### src/hw/rtl/plins_pkg.sv
// Package with the constants, codes and state type of the positional list insert block.
package plins_pkg;

  // Store size and field widths.
  localparam int DEPTH       = 32;
  localparam int TOKEN_WIDTH = 16;
  localparam int POS_W       = 8;
  localparam int LEN_W       = 6;
  localparam int MODE_W      = 2;
  localparam int STATUS_W    = 3;

  // Derived widths: slot index, token count and the position compare.
  localparam int IDX_W = $clog2(DEPTH);
  localparam int CNT_W = $clog2(DEPTH + 1);
  localparam int CMP_W = ((POS_W > CNT_W) ? POS_W : CNT_W) + 1;

  // Request modes carried by an input transaction.
  typedef enum logic [MODE_W-1:0] {
    MODE_FIRST   = 2'd0,
    MODE_LAST    = 2'd1,
    MODE_POS     = 2'd2,
    MODE_DISPLAY = 2'd3
  } mode_t;

  // Result status codes.
  typedef enum logic [STATUS_W-1:0] {
    STAT_OK       = 3'd0,
    STAT_INVALID  = 3'd1,
    STAT_PAST_END = 3'd2,
    STAT_FULL     = 3'd3,
    STAT_EMPTY    = 3'd4
  } status_t;

  // Sequencer states.
  typedef enum logic [2:0] {
    ST_IDLE,
    ST_SHIFT_RD,
    ST_SHIFT_WR,
    ST_WRITE,
    ST_RESP,
    ST_DISP_RD,
    ST_DISP_OUT
  } state_t;

endpackage

### src/hw/rtl/positional_list_insert_top.sv
// Top level of the positional list insert block: token store, sequencer and result register.
//
//   Channel  Direction  Ports                                            Handshake
//   in       input      in_mode, in_position, in_token                   in_valid / in_ready
//   out      output     out_status, out_token_out, out_list_length,      out_valid / out_ready
//                       out_last
//
// An insert moves every token from the target slot onward back one slot (count - slot tokens),
// each move being one registered read and then one write of the store.
// A display reads and emits the tokens in order; a refused insert or an empty display
// gives a single result.
// Reset clears the token count, the sequencer and the result valid flag; the store itself is never cleared.
// A new transaction is taken only in the idle state; a stalled result holds the sequencer.
module positional_list_insert_top (
  input  logic                            clk,
  input  logic                            rst_n,
  input  logic                            in_valid,
  output logic                            in_ready,
  input  logic [plins_pkg::MODE_W-1:0]    in_mode,
  input  logic [plins_pkg::POS_W-1:0]     in_position,
  input  logic [plins_pkg::TOKEN_WIDTH-1:0] in_token,
  output logic                            out_valid,
  input  logic                            out_ready,
  output logic [plins_pkg::STATUS_W-1:0]  out_status,
  output logic [plins_pkg::TOKEN_WIDTH-1:0] out_token_out,
  output logic [plins_pkg::LEN_W-1:0]     out_list_length,
  output logic                            out_last
);
  import plins_pkg::*;

  // Token store.
  logic [TOKEN_WIDTH-1:0] mem [DEPTH];
  logic [TOKEN_WIDTH-1:0] rd_data_r;

  // Sequencer and working registers.
  state_t           state_r, state_nxt;
  logic [CNT_W-1:0] count_r, count_nxt;
  logic [IDX_W-1:0] ptr_r, ptr_nxt;
  logic [IDX_W-1:0] idx_r, idx_nxt;
  logic [TOKEN_WIDTH-1:0] tok_r, tok_nxt;
  status_t          stat_r, stat_nxt;

  // Result register.
  logic                   out_valid_r, out_valid_nxt;
  status_t                out_status_r, out_status_nxt;
  logic [TOKEN_WIDTH-1:0] out_token_r, out_token_nxt;
  logic [LEN_W-1:0]       out_len_r, out_len_nxt;
  logic                   out_last_r, out_last_nxt;

  // Store port controls.
  logic                   mem_wr_en;
  logic [IDX_W-1:0]       mem_wr_addr;
  logic [TOKEN_WIDTH-1:0] mem_wr_data;
  logic                   mem_rd_en;
  logic [IDX_W-1:0]       mem_rd_addr;

  // Request decode helpers.
  mode_t            req_mode;
  logic [CMP_W-1:0] pos_ext;
  logic [CMP_W-1:0] pos_m1;
  logic [CMP_W-1:0] cnt_p1;
  logic             is_full;
  logic [IDX_W-1:0] cnt_idx;
  logic             in_fire;
  logic             out_free;
  logic [CNT_W-1:0] ptr_p1;
  logic             disp_last;

  assign in_ready  = (state_r == ST_IDLE);
  assign in_fire   = in_valid && in_ready;
  assign out_free  = !out_valid_r || out_ready;
  assign req_mode  = mode_t'(in_mode);
  assign pos_ext   = CMP_W'(in_position);
  assign pos_m1    = pos_ext - CMP_W'(1);
  assign cnt_p1    = CMP_W'(count_r) + CMP_W'(1);
  assign is_full   = (count_r >= CNT_W'(DEPTH));
  assign cnt_idx   = count_r[IDX_W-1:0];
  assign ptr_p1    = CNT_W'(ptr_r) + CNT_W'(1);
  assign disp_last = (ptr_p1 == count_r);

  // Store: one write and one registered read per cycle.
  always_ff @(posedge clk) begin
    if (mem_wr_en) begin
      mem[mem_wr_addr] <= mem_wr_data;
    end
    if (mem_rd_en) begin
      rd_data_r <= mem[mem_rd_addr];
    end
  end

  // State and result registers.
  always_ff @(posedge clk) begin
    if (!rst_n) begin
      state_r     <= ST_IDLE;
      count_r     <= '0;
      out_valid_r <= 1'b0;
    end else begin
      state_r     <= state_nxt;
      count_r     <= count_nxt;
      out_valid_r <= out_valid_nxt;
    end
  end

  // Payload registers need no reset.
  always_ff @(posedge clk) begin
    ptr_r        <= ptr_nxt;
    idx_r        <= idx_nxt;
    tok_r        <= tok_nxt;
    stat_r       <= stat_nxt;
    out_status_r <= out_status_nxt;
    out_token_r  <= out_token_nxt;
    out_len_r    <= out_len_nxt;
    out_last_r   <= out_last_nxt;
  end

  // Next state, store controls and result loading.
  always_comb begin
    state_nxt      = state_r;
    count_nxt      = count_r;
    ptr_nxt        = ptr_r;
    idx_nxt        = idx_r;
    tok_nxt        = tok_r;
    stat_nxt       = stat_r;
    out_valid_nxt  = out_valid_r && !out_ready;
    out_status_nxt = out_status_r;
    out_token_nxt  = out_token_r;
    out_len_nxt    = out_len_r;
    out_last_nxt   = out_last_r;
    mem_wr_en      = 1'b0;
    mem_wr_addr    = idx_r;
    mem_wr_data    = tok_r;
    mem_rd_en      = 1'b0;
    mem_rd_addr    = ptr_r;

    unique case (state_r)
      ST_IDLE: begin
        if (in_fire) begin
          tok_nxt  = in_token;
          stat_nxt = STAT_OK;
          if (req_mode == MODE_DISPLAY) begin
            // Display walks the list from the front, or reports an empty list.
            ptr_nxt = '0;
            if (count_r == '0) begin
              stat_nxt  = STAT_EMPTY;
              state_nxt = ST_RESP;
            end else begin
              state_nxt = ST_DISP_RD;
            end
          end else if ((req_mode == MODE_POS) && (in_position == '0)) begin
            stat_nxt  = STAT_INVALID;
            state_nxt = ST_RESP;
          end else if ((req_mode == MODE_POS) && (pos_ext > cnt_p1)) begin
            stat_nxt  = STAT_PAST_END;
            state_nxt = ST_RESP;
          end else if (is_full) begin
            stat_nxt  = STAT_FULL;
            state_nxt = ST_RESP;
          end else begin
            // Target slot; the tail from that slot onward moves back by one.
            case (req_mode)
              MODE_FIRST: idx_nxt = '0;
              MODE_LAST:  idx_nxt = cnt_idx;
              default:    idx_nxt = pos_m1[IDX_W-1:0];
            endcase
            ptr_nxt = cnt_idx;
            if (cnt_idx == idx_nxt) begin
              state_nxt = ST_WRITE;
            end else begin
              state_nxt = ST_SHIFT_RD;
            end
          end
        end
      end

      ST_SHIFT_RD: begin
        // Fetch the entry just ahead of the free slot.
        mem_rd_en   = 1'b1;
        mem_rd_addr = ptr_r - IDX_W'(1);
        state_nxt   = ST_SHIFT_WR;
      end

      ST_SHIFT_WR: begin
        // Move it back into the free slot; the free slot moves one step forward.
        mem_wr_en   = 1'b1;
        mem_wr_addr = ptr_r;
        mem_wr_data = rd_data_r;
        ptr_nxt     = ptr_r - IDX_W'(1);
        if (ptr_nxt == idx_r) begin
          state_nxt = ST_WRITE;
        end else begin
          state_nxt = ST_SHIFT_RD;
        end
      end

      ST_WRITE: begin
        // Store the new token and grow the list.
        mem_wr_en   = 1'b1;
        mem_wr_addr = idx_r;
        mem_wr_data = tok_r;
        count_nxt   = count_r + CNT_W'(1);
        state_nxt   = ST_RESP;
      end

      ST_RESP: begin
        // Single result of an insert or of an empty display.
        if (out_free) begin
          out_valid_nxt  = 1'b1;
          out_status_nxt = stat_r;
          out_token_nxt  = '0;
          out_len_nxt    = LEN_W'(count_r);
          out_last_nxt   = 1'b1;
          state_nxt      = ST_IDLE;
        end
      end

      ST_DISP_RD: begin
        mem_rd_en   = 1'b1;
        mem_rd_addr = ptr_r;
        state_nxt   = ST_DISP_OUT;
      end

      ST_DISP_OUT: begin
        // Emit one token; the read data holds until the result slot frees up.
        if (out_free) begin
          out_valid_nxt  = 1'b1;
          out_status_nxt = STAT_OK;
          out_token_nxt  = rd_data_r;
          out_len_nxt    = LEN_W'(count_r);
          out_last_nxt   = disp_last;
          if (disp_last) begin
            state_nxt = ST_IDLE;
          end else begin
            ptr_nxt   = ptr_r + IDX_W'(1);
            state_nxt = ST_DISP_RD;
          end
        end
      end

      default: begin
        state_nxt = ST_IDLE;
      end
    endcase
  end

  assign out_valid       = out_valid_r;
  assign out_status      = out_status_r;
  assign out_token_out   = out_token_r;
  assign out_list_length = out_len_r;
  assign out_last        = out_last_r;

endmodule

### config.mk
export PLATFORM = sky130hd
export DESIGN_NAME = positional_list_insert_top
export DESIGN_NICKNAME = d
export VERILOG_FILES = /design/src/hw/rtl/plins_pkg.sv /design/src/hw/rtl/positional_list_insert_top.sv
export SDC_FILE = /design/constraint.sdc
export NUM_CORES = 1
export LEC_CHECK = 0
export BUFFER_PORTS_ARGS = -buffer_cell sky130_fd_sc_hd__buf_2
export CAP_MARGIN = 20
export CORE_ASPECT_RATIO = 0.9
export CORE_MARGIN = 1.5
export CORE_UTILIZATION = 62
export DETAILED_ROUTE_END_ITERATION = 10
export GPL_TIMING_DRIVEN = 0
export PLACE_DENSITY_LB_ADDON = 0.05
export SLEW_MARGIN = 20
export SYNTH_ARGS = -nofsm -noshare
export SYNTH_HDL_FRONTEND = slang
export SYNTH_SLANG_ARGS = --single-unit
### constraint.sdc
create_clock -name clk -period 3.95 [get_ports clk]
set_input_delay 0.1975 -clock clk [delete_from_list [all_inputs] [get_ports clk]]
set_output_delay 0.1975 -clock clk [all_outputs]
set_load 0.03 [all_outputs]
==> impl_metrics.py, run 1 <==
metrics = {
    "run_status": {
        "status": "complete, no violations",
    },
    "global_route": {
        "antenna_found_initial": 1,
        "grtUsageTotal_pct": 31.8,
        "grt_overflow": 0,
        "grt_max_degree": 33,
        "grt_pass1_vias": 13920,
        "grt_pass1_wl_mm": 90.1,
    },
    "power_and_ir_drop": {
        "power.density_nw_per_um2": 647,
        "leakagePower_nw": 9.00,
        "vdd_ir_drop_max_v": 0.000473,
        "finalPower_mw": 17.8,
    },
    "final_layout": {
        "finalNetCount": 1705,
        "multiInputGateArea_um2": 6150,
        "final_cells": 2229,
        "stdcell_area_um2": 27500,
        "syn_to_final_growth_pct": 13.9,
        "ff_latch_area_um2": 17700,
        "drive_gt1_share_pct": 20.9,
        "n_antenna_cell": 0,
        "fillers": 2481,
    },
    "yosys": {
        "synthArstFlopShare_pct": 0,
        "synth_edf_count": 583,
        "ys.flop_type": "edfxtp_1",
        "synth_seq_cells": 593,
        "syn-instance-count": 1499,
        "synth_fp_nets": 1541,
        "synth_warnings": 0,
        "syn-cell-area_um2": 24100,
        "synth-seq-area-share_pct": 73.4,
        "syn_area_per_cell_um2": 16.1,
        "synth_cell_types": 71,
    },
    "clocking": {
        "cts_root_buf": "clkbuf_16",
        "htreeDepth": 2,
        "cts_tree": "yes",
        "clkTransAtPathRegs_ns": 0.06,
        "clkLatencyLatePin_ns": 0.62,
        "cts.path.max_buffers": 3,
        "cts_made_buffers": 56,
        "cts.sinks": 593,
    },
    "flow_run": {
        "max-cap-violations": 0,
    },
    "worst_hold_path": {
        "hold_path_depth": 4,
        "hp-start": "in_valid",
        "hp-class": "primary input to register",
    },
    "detailed_routing": {
        "vias": 14236,
        "drtAntennaViolNets": 0,
        "wire_per_inst_um": 27.6,
        "viasPerCell": 6.39,
        "drt_iter0_drc": 1848,
        "drt_first_pass_iters": 6,
        "totalWireLength_mm": 61.6,
        "drc": 0,
    },
    "worst_setup_path": {
        "slowest_delay_ns": 0.52,
        "crit_buf_inv": 5,
        "cp_num_cells": 12,
        "end_kind": "register",
        "crit_fanout": 10,
        "path_delay_family": "buffers and inverters",
        "crit_chain": "clkbuf_2, inv_1, ha_1, nor4b_4, a21o_1, buf_2, buf_4, buf_2, nand2_1, a32oi_1, a31oi_1, nor3_1",
        "crit_path_frequent_cell": "buf_2",
        "r2r_cells": 12,
        "setup.worst_path.start": "ptr_r[0]",
        "critPathArrivalTime_ns": 4.27,
        "start_kind": "register",
        "cp.required_ns": 4.30,
        "rr_startpoint": "ptr_r[0]",
        "critPathSlowestCell": "ha_1",
        "critical_path_class": "register to register",
    },
    "die": {
        "dieArea_um2": 40100,
        "start_util_pct": 62.9,
        "num_rows": 68,
        "fp.dieW_um": 211,
        "io_pins": 58,
        "fp.coreArea_um2": 38400,
        "chipHeight_um": 190,
    },
    "timing": {
        "hold_viol": 0,
        "period_needed_ns": 3.92,
        "period_share_pct": 99.2,
        "setup-violations-final": 0,
        "slew_headroom_pct": 28.0,
        "clock_skew_ns": 0.0198,
        "report.final.slew_viol_count": 0,
        "rsz0062_at_grt": "false",
        "fmax_ghz": 0.255,
        "tightest_slew_ns": 1.08,
    },
    "placed_design": {
        "placedCellCount": 2112,
        "io_buffers": 56,
        "hpwl_mm": 40.4,
        "place_area_um2": 25600,
        "gp_congestion": 0.913,
    },
}
metal layers:
layer	global-route usage, %	wire [um]	vias up
li1	-	-	6207
met1	46.1	24900	7095
met2	45.0	26400	796
met3	9.44	7510	136
met4	14.3	2760	2
met5	0	9	-
kinds of logic (layout without fill, tap and decap cells):
family          count (synthesis)  count (layout)  synth area share (%)
flops                         593             593                  73.4
simple gates                  455             455                  8.52
compound gates                178             178                  5.65
mux                           131             131                  8.81
buf+inv                        99             304                  1.84
xor+xnor                       31              31                  1.19
fa+ha+maj                      12              12                 0.622
cells in the mapped netlist (2+ instances only):
master	n	share of area [%]
xnor2_1	19	0.69
o22ai_1	3	0.078
o311ai_0	2	0.073
xor2_1	10	0.36
a32o_1	3	0.12
nand3b_1	4	0.12
inv_1	13	0.20
buf_1	6	0.093
o31ai_1	6	0.19
mux2_2	21	0.98
o21ai_0	23	0.48
a21oi_1	16	0.33
o221ai_1	2	0.073
a31oi_1	33	0.86
mux2i_1	47	1.9
nand2_1	232	3.6
clkbuf_1	40	0.62
a32oi_1	31	1.1
nor3_2	2	0.083
nand2b_1	6	0.16
ha_1	12	0.62
nor4_1	3	0.078
nor3b_1	3	0.093
a221o_1	2	0.083
o32a_1	30	1.2
o32ai_1	2	0.073
nand3_1	78	1.6
edfxtp_1	583	73
nor3_1	25	0.52
or2_2	5	0.13
buf_6	3	0.14
mux4_2	63	5.9
and2_1	22	0.57
dfxtp_1	10	0.83
a21o_1	4	0.12
nand4_1	2	0.052
buf_2	34	0.71
o211ai_1	2	0.062
o21ai_1	2	0.041
or3_1	6	0.16
nor2_1	55	0.86
buf_4	2	0.062
nor2b_1	3	0.078
xnor2_2	2	0.13
cells in the final DEF, fill, tap and decap left out, types with 8 or more instances in the layout:
cell / Yosys / layout
nor2_2: 0 / 33
dfxtp_1: 10 / 10
nand2_1: 232 / 232
nand3_1: 78 / 78
xnor2_1: 19 / 19
clkbuf_1: 40 / 51
mux4_2: 63 / 63
xor2_1: 10 / 10
buf_6: 3 / 25
o32a_1: 30 / 30
buf_2: 34 / 89
dlygate4sd3_1: 0 / 18
edfxtp_1: 583 / 583
a21oi_1: 16 / 16
mux2i_1: 47 / 47
ha_1: 12 / 12
buf_8: 0 / 10
clkbuf_16: 0 / 56
mux2_2: 21 / 21
nor2_1: 55 / 22
clkinv_2: 0 / 10
clkinv_1: 1 / 9
a32oi_1: 31 / 31
o21ai_0: 23 / 21
clkbuf_2: 0 / 8
inv_1: 13 / 13
and2_1: 22 / 22
nor3_1: 25 / 22
a31oi_1: 33 / 28
metrics by stage:
stage,utilization (%),setup WS (ns),TNS (ns),hold slack [ns]
2_1_floorplan,-,0.597,0,0.296
4_1_cts,71.5,0.00152,0,0.0163
5_1_grt,71.6,0.00801,0,0.0675
3_5_place_dp,66.6,-0.627,-7.35,0.376
6_report,71.6,0.0308,0,0.0609
3_3_place_gp,65.3,-0.535,-8.24,0.376
worst min-delay path: stages:
cell and delay [ns]:
buf_2 0.12, inv_1 0.09, a221o_1 0.15, a41oi_1 0.05
registers in the layout, indices dropped and copies added, names as in the netlist:
signal           flops
mem                512
out_token_out       16
rd_data_r           16
tok_r               16
count_r              6
out_list_length      6
idx_r                5
ptr_r                5
out_status           3
stat_r               3
state_r              3
out_last             1
out_valid            1
worst paths after layout:
check | end | slack [ns]
worst max-delay path | rd_data_r[10] | 0.03
worst min-delay path | state_r[2] | 0.06
worst max register to register | rd_data_r[10] | 0.03
worst min register to register | out_list_length[4] | 0.42
area by class of cell:
class | instances | area share [%]
tap | 525 | 2.39
clock buffer | 75 | 5.36
clock inverter | 24 | 0.660
sequential | 593 | 64.4
timing repair buffer | 107 | 3.15
inverter | 14 | 0.191
buffer | 84 | 1.46
multi-input combinational | 807 | 22.4
power by group:
| group | internal [mW] | leakage [nW] | switching (mW) |
|---|---|---|---|
| registers | 7.52 | 5.35 | 0.0945 |
| logic | 1.70 | 2.84 | 3.49 |
| clock network | 2.74 | 0.808 | 2.23 |
what timing repair did:
item / CTS / global route
setup endpoints to repair: 16 / 16
hold endpoints to repair: 23 / 0
resized for setup: 6 / 22
hold buffers: 18 / 0
buffers inserted: 1 / 0
pin swaps: 1 / 0
Note: power is estimated with default switching activity, not from simulation.
==> run 2: changes to the inputs <==
--- a/config.mk
+++ b/config.mk
@@ -7,11 +7,11 @@
 export LEC_CHECK = 0
 export BUFFER_PORTS_ARGS = -buffer_cell sky130_fd_sc_hd__buf_2
 export CAP_MARGIN = 20
-export CORE_ASPECT_RATIO = 0.9
 export CORE_MARGIN = 1.5
 export CORE_UTILIZATION = 62
 export DETAILED_ROUTE_END_ITERATION = 10
 export GPL_TIMING_DRIVEN = 0
+export HOLD_SLACK_MARGIN = 0.05
 export PLACE_DENSITY_LB_ADDON = 0.05
 export SLEW_MARGIN = 20
 export SYNTH_ARGS = -nofsm -noshare
==> run 2 against run 1 <==
Effect of this change:
- register-to-register slack improved by 0.07 ns
- cell area rose by 0.71%
- non-clock buffer count rose by 3
- combinational power barely moved
- worst setup slack improved by 0.066 ns
- total power rose by 1.9%
==> impl_metrics.py, run 2 (synthesis gave the netlist of run 1 again) <==
metrics = {
    "placed_design": {
        "io_buffers": 56,
        "gp_congestion": 0.898,
        "hpwl_mm": 40.0,
        "place_area_um2": 25600,
        "placedCellCount": 2106,
        "dp_slack_ns": -0.674,
    },
    "die": {
        "start_util_pct": 62.6,
        "io_pins": 58,
        "dieArea_um2": 40100,
        "chipHeight_um": 200,
        "fp.dieW_um": 200,
        "num_rows": 72,
        "fp.coreArea_um2": 38600,
    },
    "timing": {
        "period_needed_ns": 3.85,
        "hold_viol": 0,
        "layout_setup_ws_ns": 0.0968,
        "period_share_pct": 97.6,
        "clock_skew_ns": 0.0328,
        "fmax_ghz": 0.260,
        "final.setup.tns_ns": 0,
        "setup-violations-final": 0,
        "report.final.slew_viol_count": 0,
        "tightest_slew_ns": 1.11,
        "holdWs_ns": 0.106,
        "rsz0062_at_grt": "false",
        "slew_headroom_pct": 25.4,
    },
    "final_layout": {
        "finalNetCount": 1709,
        "final_util_pct": 71.8,
        "drive_gt1_share_pct": 21.3,
        "top_register": "mem",
        "stdcell_area_um2": 27700,
        "final_common_cell": "edfxtp_1",
        "largest_register_ffs": 512,
        "n_antenna_cell": 0,
        "syn_to_final_growth_pct": 14.7,
        "final_cells": 2229,
        "final_cell_mix": "edfxtp_1, nand2_1, buf_2",
    },
    "detailed_routing": {
        "drc": 0,
        "totalWireLength_mm": 60.4,
        "wire_per_inst_um": 27.1,
        "drt_first_pass_iters": 5,
        "drtAntennaViolNets": 0,
        "drt_iter0_drc": 1756,
        "vias": 14384,
        "viasPerCell": 6.45,
    },
    "run_status": {
        "status": "complete, no violations",
    },
    "worst_setup_path": {
        "critPathArrivalTime_ns": 4.23,
        "crit_path_frequent_cell": "buf_2",
        "critical_path_class": "register to register",
        "crit_chain": "clkbuf_4, clkinvlp_4, ha_2, nor4b_4, a21o_1, buf_2, buf_4, buf_2, nand2_1, a32oi_1, a31oi_1, nor3_1",
        "cp.required_ns": 4.33,
        "crit_fanout": 10,
        "r2r_cells": 12,
        "rr_endpoint": "rd_data_r[6]",
        "rr_startpoint": "ptr_r[0]",
        "slowest_delay_ns": 0.44,
        "start_kind": "register",
        "critPathSlowestCell": "ha_2",
        "r2r_slack_ns": 0.1,
        "end_kind": "register",
    },
    "clocking": {
        "cts.path.max_buffers": 3,
        "cts_tree": "yes",
        "htreeDepth": 2,
        "cts_made_buffers": 57,
        "clkTransAtPathRegs_ns": 0.07,
        "clkLatencyLatePin_ns": 0.63,
        "cts_root_buf": "clkbuf_16",
        "cts.sinks": 593,
    },
    "global_route": {
        "grt_overflow": 0,
        "grt_pass1_vias": 14029,
        "grt_max_degree": 33,
        "grtUsageTotal_pct": 30.8,
        "antenna_found_initial": 1,
        "grt_pass1_wl_mm": 89.6,
    },
    "power_and_ir_drop": {
        "vdd_ir_drop_max_v": 0.000446,
        "power.density_nw_per_um2": 654,
        "finalPower_mw": 18.1,
        "leakagePower_nw": 9.08,
    },
    "worst_hold_path": {
        "worstHoldEndpoint": "idx_r[0]",
        "hp-class": "primary input to register",
        "hold_path_depth": 4,
        "hp-start": "in_position[0]",
    },
    "flow_run": {
        "max-cap-violations": 0,
    },
}
run 2: cell count changes in the layout (fill, tap and decap cells not counted), sizes merged:
cell / delta
bufinv: +3
inv: -1
dlygate4sd3: +1
buf: +3
clkbuf: -2
clkinvlp: +2
clkinv: +1
run 2: worst max-delay path by stage:
stage               start            end
2_1_floorplan  count_r[2]       ptr_r[0]
3_5_place_dp     ptr_r[0]  rd_data_r[15]
3_3_place_gp     ptr_r[0]  rd_data_r[15]
4_1_cts          ptr_r[0]   rd_data_r[2]
5_1_grt          ptr_r[0]   rd_data_r[1]
6_report         ptr_r[0]   rd_data_r[6]
run 2: timing repair:
item | 4_1_cts | 5_1_grt
setup buffers | 2 | 0
hold endpoints to repair | 25 | 0
cloned | 0 | 0
resized for setup | 17 | 11
endpoints found under the setup margin | 16 | 20
pin swaps | 1 | 0
hold buffers | 19 | 0
run 2: area by class of cell:
type / instances / area [um2]
plain buffers: 84 / 405
clock buffers: 74 / 1510
clock inverters: 29 / 292
fillers: 2479 / 10900
inverters: 14 / 56.3
multi-input cells: 807 / 6150
flip-flops and latches: 593 / 17700
well taps: 518 / 648
repair buffers: 110 / 913
run 2: critical path, delay by kind of cell, from the launching register on:
| family | cells | cell delay [ns] |
|---|---|---|
| adder cells (fa/ha/maj) | 1 | 0.44 |
| buffers and inverters | 5 | 1.31 |
| flip-flops | 1 | 0.40 |
| AND/OR/NAND/NOR | 3 | 0.86 |
| AO/OA/AOI/OAI | 3 | 0.59 |
run 2: report_power, final:
group	switching (mW)	internal [mW]
combinational	3.48	1.72
sequential	0.0876	7.52
clock	2.29	3.02
run 2: metal layers:
metal	GRT usage, %	vias up	part of all wire, %
met2	45.4	837	44
met5	0	-	0.015
li1	-	6210	-
met1	44.8	7193	40
met3	6.20	142	11
met4	14.8	2	5.1
